## src/rtl/core/vector3_arithmetic_unit_assert.svh

```systemverilog
// assertion macros for the vector arithmetic unit
// expects clk and rst_n in the scope of each use
`ifndef VECTOR3_ARITHMETIC_UNIT_ASSERT_SVH
`define VECTOR3_ARITHMETIC_UNIT_ASSERT_SVH

`ifndef NO_ASSERTIONS

// same-cycle implication
`define V3AU_ASSERT_IMPL(name, pre, post) \
    name: assert property (@(posedge clk) disable iff (!rst_n) (pre) |-> (post)) \
        else $error("v3au assertion failed");

// next-cycle implication
`define V3AU_ASSERT_NEXT(name, pre, post) \
    name: assert property (@(posedge clk) disable iff (!rst_n) (pre) |=> (post)) \
        else $error("v3au assertion failed");

`else

`define V3AU_ASSERT_IMPL(name, pre, post)
`define V3AU_ASSERT_NEXT(name, pre, post)

`endif

`endif

```

## src/rtl/core/v3au_pkg.sv

```systemverilog
// shared types, operation codes and saturation helpers for the vector unit
// no dependencies
package v3au_pkg;

    // operation codes
    localparam logic [2:0] OP_ADD   = 3'd0;
    localparam logic [2:0] OP_SUB   = 3'd1;
    localparam logic [2:0] OP_DOT   = 3'd2;
    localparam logic [2:0] OP_SCALE = 3'd3;
    localparam logic [2:0] OP_CROSS = 3'd4;
    localparam logic [2:0] OP_DIST  = 3'd5;
    localparam logic [2:0] OP_NORM  = 3'd6;

    // square root: radicand is a Q16.16 sum of squares, root is Q16.16 length
    localparam int RAD_W   = 34;
    localparam int FRAC_SH = 16;
    localparam int ROOT_W  = 25;
    localparam int REM_W   = 52;

    // normalize divide: quotient magnitude never exceeds 1.0 in Q8.8
    localparam int DIV_W   = 9;
    localparam int DREM_W  = 34;

    // stages from square root entry to divide exit
    localparam int PIPE_W  = ROOT_W + DIV_W;

    typedef struct packed {
        logic signed [15:0] v;
        logic               f;
    } sat16_t;

    typedef struct packed {
        logic signed [31:0] v;
        logic               f;
    } sat32_t;

    // item state carried beside the square root and divide stages
    typedef struct packed {
        logic [2:0]         op;
        logic signed [15:0] r_x;
        logic signed [15:0] r_y;
        logic signed [15:0] r_z;
        logic signed [31:0] scalar;
        logic               sat;
        logic               zl;
        logic signed [15:0] a_x;
        logic signed [15:0] a_y;
        logic signed [15:0] a_z;
    } side_t;

    function automatic sat16_t clamp16(input logic signed [39:0] v);
        sat16_t res;
        if (v > 40'sd32767)
        begin
            res.v = 16'sh7fff;
            res.f = 1'b1;
        end
        else if (v < -40'sd32768)
        begin
            res.v = 16'sh8000;
            res.f = 1'b1;
        end
        else
        begin
            res.v = v[15:0];
            res.f = 1'b0;
        end
        return res;
    endfunction

    function automatic sat32_t clamp32(input logic signed [39:0] v);
        sat32_t res;
        if (v > 40'sd2147483647)
        begin
            res.v = 32'sh7fffffff;
            res.f = 1'b1;
        end
        else if (v < -40'sd2147483648)
        begin
            res.v = 32'sh80000000;
            res.f = 1'b1;
        end
        else
        begin
            res.v = v[31:0];
            res.f = 1'b0;
        end
        return res;
    endfunction

    // q16.16 to q8.8, ties toward plus infinity, then saturate
    function automatic sat16_t round_q88(input logic signed [39:0] p);
        logic signed [39:0] t;
        t = (p + 40'sd128) >>> 8;
        return clamp16(t);
    endfunction

endpackage

```

## src/rtl/core/v3au_sqrt.sv

```systemverilog
// pipelined integer square root, one result bit per stage
// depends on v3au_pkg
module v3au_sqrt
(
    input  logic                          clk,
    input  logic                          en,
    input  logic [v3au_pkg::RAD_W-1:0]    rad,
    output logic [v3au_pkg::ROOT_W-1:0]   root
);

    logic [v3au_pkg::REM_W-1:0]  rem_reg  [v3au_pkg::ROOT_W];
    logic [v3au_pkg::ROOT_W-1:0] root_reg [v3au_pkg::ROOT_W];

    genvar i;
    generate
        for (i = 0; i < v3au_pkg::ROOT_W; i++)
        begin : g_stage
            localparam int B = v3au_pkg::ROOT_W - 1 - i;
            logic [v3au_pkg::REM_W-1:0]  rem_in;
            logic [v3au_pkg::REM_W-1:0]  trial;
            logic [v3au_pkg::REM_W-1:0]  rem_next;
            logic [v3au_pkg::ROOT_W-1:0] root_in;
            logic [v3au_pkg::ROOT_W-1:0] root_next;

            // first stage takes the radicand scaled to q32
            if (i == 0)
            begin : g_first
                assign rem_in  = v3au_pkg::REM_W'(rad) << v3au_pkg::FRAC_SH;
                assign root_in = '0;
            end
            else
            begin : g_rest
                assign rem_in  = rem_reg[i-1];
                assign root_in = root_reg[i-1];
            end

            // (r + 2^b)^2 - r^2 = r*2^(b+1) + 2^(2b)
            assign trial = (v3au_pkg::REM_W'(root_in) << (B + 1))
                         | (v3au_pkg::REM_W'(1) << (2 * B));

            always_comb
            begin
                if (rem_in >= trial)
                begin
                    rem_next  = rem_in - trial;
                    root_next = root_in | (v3au_pkg::ROOT_W'(1) << B);
                end
                else
                begin
                    rem_next  = rem_in;
                    root_next = root_in;
                end
            end

            always_ff @(posedge clk)
            begin
                if (en)
                begin
                    rem_reg[i]  <= rem_next;
                    root_reg[i] <= root_next;
                end
            end
        end
    endgenerate

    assign root = root_reg[v3au_pkg::ROOT_W-1];

endmodule

```

## config.mk

```make
export PLATFORM = sky130hd
export DESIGN_NAME = v3au_sqrt
export DESIGN_NICKNAME = d
export VERILOG_FILES = /design/src/rtl/core/vector3_arithmetic_unit_assert.svh /design/src/rtl/core/v3au_pkg.sv /design/src/rtl/core/v3au_sqrt.sv
export SDC_FILE = /design/constraint.sdc
export NUM_CORES = 2
export LEC_CHECK = 0
export ABC_AREA = 1
export BUFFER_PORTS_ARGS = -buffer_cell sky130_fd_sc_hd__buf_2
export CAP_MARGIN = 20
export CORE_MARGIN = 4
export CORE_UTILIZATION = 50
export CTS_CLUSTER_SIZE = 30
export DETAILED_ROUTE_END_ITERATION = 10
export GPL_TIMING_DRIVEN = 1
export PLACE_DENSITY = 0.65
export SYNTH_ARGS = -nofsm -noshare
export SYNTH_HDL_FRONTEND = slang
export SYNTH_SLANG_ARGS = --single-unit
```

## constraint.sdc

```tcl
create_clock -name clk -period 4.7 [get_ports clk]
set_input_delay 0.705 -clock clk [delete_from_list [all_inputs] [get_ports clk]]
set_output_delay 0.705 -clock clk [all_outputs]
set_load 0.01 [all_outputs]
```

Word-level counts from Yosys, hierarchy flattened
Memories as Yosys holds them, arrays and structs flattened. Cells that the tools add are included.

Memory bits (read-only): 0. Output and inout bits: 25. Logic and storage cells: 104. Latch bits: 0. Memories: 2. Bits in registers: 0. Memory bits (writable): 1925.

Memory list: rem_reg (depth 25, bits a word 52, rd ports 24, clocked after Yosys merged registers in 0, wr ports 25, RTL line v3au_sqrt.sv:11) `logic [v3au_pkg::REM_W-1:0] rem_reg [v3au_pkg::ROOT_W];`; root_reg (depth 25, bits a word 25, rd ports 25, clocked after Yosys merged registers in 0, wr ports 25, RTL line v3au_sqrt.sv:12) `logic [v3au_pkg::ROOT_W-1:0] root_reg [v3au_pkg::ROOT_W];`.

Divide/modulo/power cells: 0. Bitwise logic cells: 0. Order comparisons: 25. Multiplexer cells: 52. Multipliers: 0. Shift-type cells: 0. Eq/ne operators: 0. Add/subtract/negate cells: 25. Reduce and logical (&&, ||, !) cells: 0.

Operators with widths (count): 2-to-1 mux 52 bit (25); >= comparator 52 x 26 -> 1 bit (1); >= comparator 52 x 27 -> 1 bit (1); >= comparator 52 x 28 -> 1 bit (1); >= comparator 52 x 29 -> 1 bit (1); >= comparator 52 x 30 -> 1 bit (1); >= comparator 52 x 31 -> 1 bit (1); >= comparator 52 x 32 -> 1 bit (1); >= comparator 52 x 33 -> 1 bit (1); >= comparator 52 x 34 -> 1 bit (1); >= comparator 52 x 35 -> 1 bit (1); >= comparator 52 x 36 -> 1 bit (1); >= comparator 52 x 37 -> 1 bit (1); >= comparator 52 x 38 -> 1 bit (1); >= comparator 52 x 39 -> 1 bit (1); >= comparator 52 x 40 -> 1 bit (1); >= comparator 52 x 41 -> 1 bit (1); >= comparator 52 x 42 -> 1 bit (1); >= comparator 52 x 43 -> 1 bit (1); >= comparator 52 x 44 -> 1 bit (1); >= comparator 52 x 45 -> 1 bit (1); >= comparator 52 x 46 -> 1 bit (1); >= comparator 52 x 47 -> 1 bit (1); >= comparator 52 x 48 -> 1 bit (1); other kinds (52) (54).

Longest topological paths before layout
An unclocked memory read counts as a cell.

Word-level depth: 3. Gate-level depth with buffers: 18.

Worst setup path after synthesis
No wires, ideal clock.

Path kind: register -> register. From: memory root_reg[1][104] (netlist name). To: memory rem_reg[5][74] (netlist name), data pin. Period minus slack after synthesis: 2.407 ns. Cell stages (with the launch flop): 19. Arrival: 2.150 ns. Setup slack: 2.293 ns. Path through: edfxtp_1 -> inv_1 -> ha_1 -> inv_1 -> fa_1 -> inv_1 -> nand3_1 -> nand3_1 -> nand2_1 -> nand2_2 -> nand2_1 -> nand2_1 -> nand2_2 -> nand2_2 -> nor2_4 -> buf_6 -> buf_6 -> nand2_1 -> o21ai_2.

RTL lines (RTL line): start: declaration (v3au_sqrt.sv:12); end: declaration (v3au_sqrt.sv:11).

==> summary.txt <==
Setup path
  – Crit Path Max Fanout: 53
  – CP max stage cell: inv_2
  – Slowest cell delay on critical path: 0.76 ns
  – Startpoint Class: register
  – Worst endpoint data arrival time: 3.77 ns
  – Setup crit end kind: register
  – Worst endpoint required time: 5.21 ns
  – Register-to-Register Path Depth: 8
  – Crit Path Class: reg2reg
  – Crit path depth: 8
  – CP bufs+invs: 1
  – Most frequent cell on the critical path: nand3_1
  – Crit-path cells: ha_1, fa_1, nand3_1, nand3_1, nand3_1, nand3_2, inv_2, o21ai_0
  – Top Family by Delay on Critical Path: simple AND/OR/NAND/NOR gates

Timing
  – Clock Skews: 0.0618 ns
  – Final WS setup: 1.44 ns
  – Setup TNS: 0 ns
  – FMAX: 307 MHz
  – Slew margin rel.: 0.270
  – Slew @ Worst Pin: 1.09 ns
  – RSZ-0062 raised after global routing: false
  – Final hold vios: 0
  – Final Critical Period: 3.26 ns
  – Final worst-path cycle share: 0.694
  – Slew Viols, Final: 0
  – Final setup fails: 0

Place
  – Port Buf Inserts: 60
  – Final HPWL DP: 181000 um
  – Routability cong.: 0.988
  – Setup WS pre-CTS: 1.40 ns

Logic synthesis
  – Syn. warnings: 0
  – Synth Flop Type: edfxtp_1
  – Cell Area, Synth: 74800 um2
  – Net Count, Synth: 9363
  – Post-synth ARST share: 0
  – Unique masters post-synth: 61
  – Post-synth EDFFs: 1237
  – Avg Inst Size Synth: 8.32 um2
  – Register area share after synthesis: 0.496
  – Synth Instances: 8989
  – Seq cells post-synth: 1237

Hold path
  – Hold depth: 1
  – Worst Hold Class: in2reg

Clock tree
  – PostCTS Resize Cnt: 0
  – Clk_lat worst skew: 0.82 ns
  – Max Buffers Root-to-Sink: 3
  – CTS tree: built
  – Root Driver: clkbuf_16
  – H-tree levels: 4
  – Num CTS Buffers: 139
  – Post-CTS setup buffer count: 0
  – CTS clk-pin slew, worst paths: 0.06 ns
  – CTS sink count: 1237

Floorplan
  – Core area: 148000 um2
  – Die Width: 395 um
  – Die height: 395 um
  – Initial core utilization: 0.505
  – Die area: 156000 um2
  – Top Ports: 61
  – # rows: 141

Pwr
  – NetSw: 12.1 mW
  – Clock share of power: 0.323
  – Combinational Power Share: 0.243
  – Leakage: 35.7 nW
  – Peak supply drop: 393 uV
  – Seq pwr share: 0.434
  – Cell-internal power: 23.3 mW
  – Sw frac: 0.341
  – PD cells: 429 nW/um2

Routing
  – Final WL: 226000 um
  – Avg WL per Cell: 20.1 um
  – Post-route DRC: 0
  – 1st-iter DRT viols: 5048
  – Routed Antenna Nets: 0
  – DRT Pass-1 Iters: 6
  – Vias per cell: 5.41
  – Routed via count: 60700

Finish
  – Commonest non-fill, non-tap cells in the layout: 2576 x nand2_1, 1445 x inv_1, 1237 x edfxtp_1, 944 x nor2_1, 491 x nand3_1
  – Final net count: 9543
  – Layout cell share with drive strength beyond 1: 0.0528
  – Commonest non-fill, non-tap cell in the layout: nand2_1
  – Area growth from synthesis to layout: 10.2%
  – Antenna diodes: 0
  – Max reg flops: 912
  – # fillers: 13600

Global routing
  – Most Used Layer, Global Route: met2
  – Initial antenna violation count: 6
  – Largest net degree at the start of global routing: 117
  – GRT overflow: 0
  – Met2 Usage GRT: 0.475
  – First-pass GRT wire length: 339000 um
  – Met3 Usage GRT: 0.0390
  – Number of global-route vias before repair: 57400
  – All-Layer GR Usage: 0.284
  – Grt met1 use: 0.376

Job
  – Number of max-cap violations: 0

Status
  – Outcome: finished, final reports clean
-- power by group through the flow --
stage,Sequential [mW],Clock [mW],Combinational (mW)
2_1_floorplan,14.7,0,6.10
3_5_place_dp,15.6,0,8.46
5_1_grt,15.4,12.2,9.69
4_1_cts,15.3,11.7,8.52
3_3_place_gp,15.6,0,8.43
6_report,15.4,11.4,8.61
-- cell families (layout without fill, tap and decap cells) --
logic type / Yosys count / in the layout / synth area share
flops: 1237 / 1237 / 0.496
fa+ha+maj: 338 / 338 / 0.0572
other cells: 1 / 1 / 0.0000501
buf+inv: 1550 / 1841 / 0.0817
simple gates: 4597 / 4597 / 0.258
xor+xnor: 291 / 291 / 0.0341
compound gates: 975 / 975 / 0.0725
-- worst register-to-register path: cells and delay by family (launching register included) --
family	cells	cell delay, ns
compound gates	1	0.23
fa+ha+maj	2	0.73
buf+inv	1	0.76
flops	1	0.46
simple gates	4	0.84
-- cells in the mapped netlist, types with 2 or more instances --
library cell  instances  share of area
a31oi_2               2        0.00033
buf_2                33         0.0022
fa_1                  7         0.0019
a21boi_0              8        0.00080
nor4b_1               2        0.00023
a21oi_2              60         0.0070
nand3b_1             58         0.0058
nor3b_1               5        0.00050
a21o_1               17         0.0017
o211ai_1              7        0.00070
o21ai_1              89         0.0060
nand2b_1              3        0.00025
a21oi_1             425          0.028
nor3_1              146         0.0098
nor2_1              944          0.047
a31oi_1               8        0.00067
nor2_2               14         0.0012
nor3_2                4        0.00054
nor4_1               68         0.0057
a21boi_1              2        0.00020
o2111ai_1             4        0.00047
o21ai_0             289          0.019
edfxtp_1           1237           0.50
xor2_1              105          0.012
ha_1                331          0.055
inv_1              1445          0.072
clkbuf_1              7        0.00035
nand3_1             491          0.033
nand2_2              13         0.0011
nand3_2               3        0.00040
and3_1                9        0.00075
nand2_1            2576           0.13
a211oi_1              7        0.00070
inv_2                20         0.0010
inv_4                 2        0.00017
and2_1               22         0.0018
buf_6                26         0.0039
nand4_1             208          0.017
or2_2                22         0.0018
o21bai_1             21         0.0021
buf_4                15         0.0015
o21a_1                8        0.00080
o21ai_2              23         0.0027
xnor2_1             186          0.022
-- stage by stage --
step | hold slack, ns | total power, mW | std cells | utilization | area, um2
2_1_floorplan | 0.417 | 20.8 | 8989 | - | 74800
3_3_place_gp | 0.431 | 24.0 | 10900 | 0.523 | 77400
3_5_place_dp | 0.434 | 24.0 | 10900 | 0.523 | 77400
4_1_cts | 0.000232 | 35.6 | 11200 | 0.556 | 82500
5_1_grt | 0.0216 | 37.3 | 11200 | 0.556 | 82500
6_report | 0.0674 | 35.4 | 11200 | 0.556 | 82500
-- final timing paths --
| kind | slack, ns | startpoint | to |
|---|---|---|---|
| setup / recovery | 1.44 | rem_reg[4][166] | rem_reg[5][21] |
| hold / removal | 0.07 | rad[16] | rem_reg[0][32] |
| setup reg to reg | 1.44 | rem_reg[4][166] | rem_reg[5][21] |
| hold reg to reg | 0.42 | root_reg[1][88] | root_reg[1][113] |
-- timing repair --
item / in CTS / in global routing
hold endpoints to repair: 13 / 0
hold buffers: 13 / 0
endpoints found under the setup margin: 0 / 0
-- layer usage --
metal	up-vias	wire length [um]
met1	28400	96600
met3	382	13200
met2	1883	107000
li1	30000	-
met4	0	8990
met5	-	0
-- final cells by class --
| cell class | instances | area (um2) | share of cell area |
|---|---|---|---|
| Timing Repair Buffer | 121 | 926 | 0.0112 |
| Clock buffer | 160 | 3560 | 0.0431 |
| Multi-Input combinational cell | 6202 | 31600 | 0.383 |
| Inverter | 1468 | 5520 | 0.0669 |
| Tap cell | 1930 | 2410 | 0.0293 |
| Clock inverter | 92 | 1350 | 0.0163 |
| Sequential cell | 1237 | 37100 | 0.450 |
Note: power is estimated with default switching activity, not from simulation.
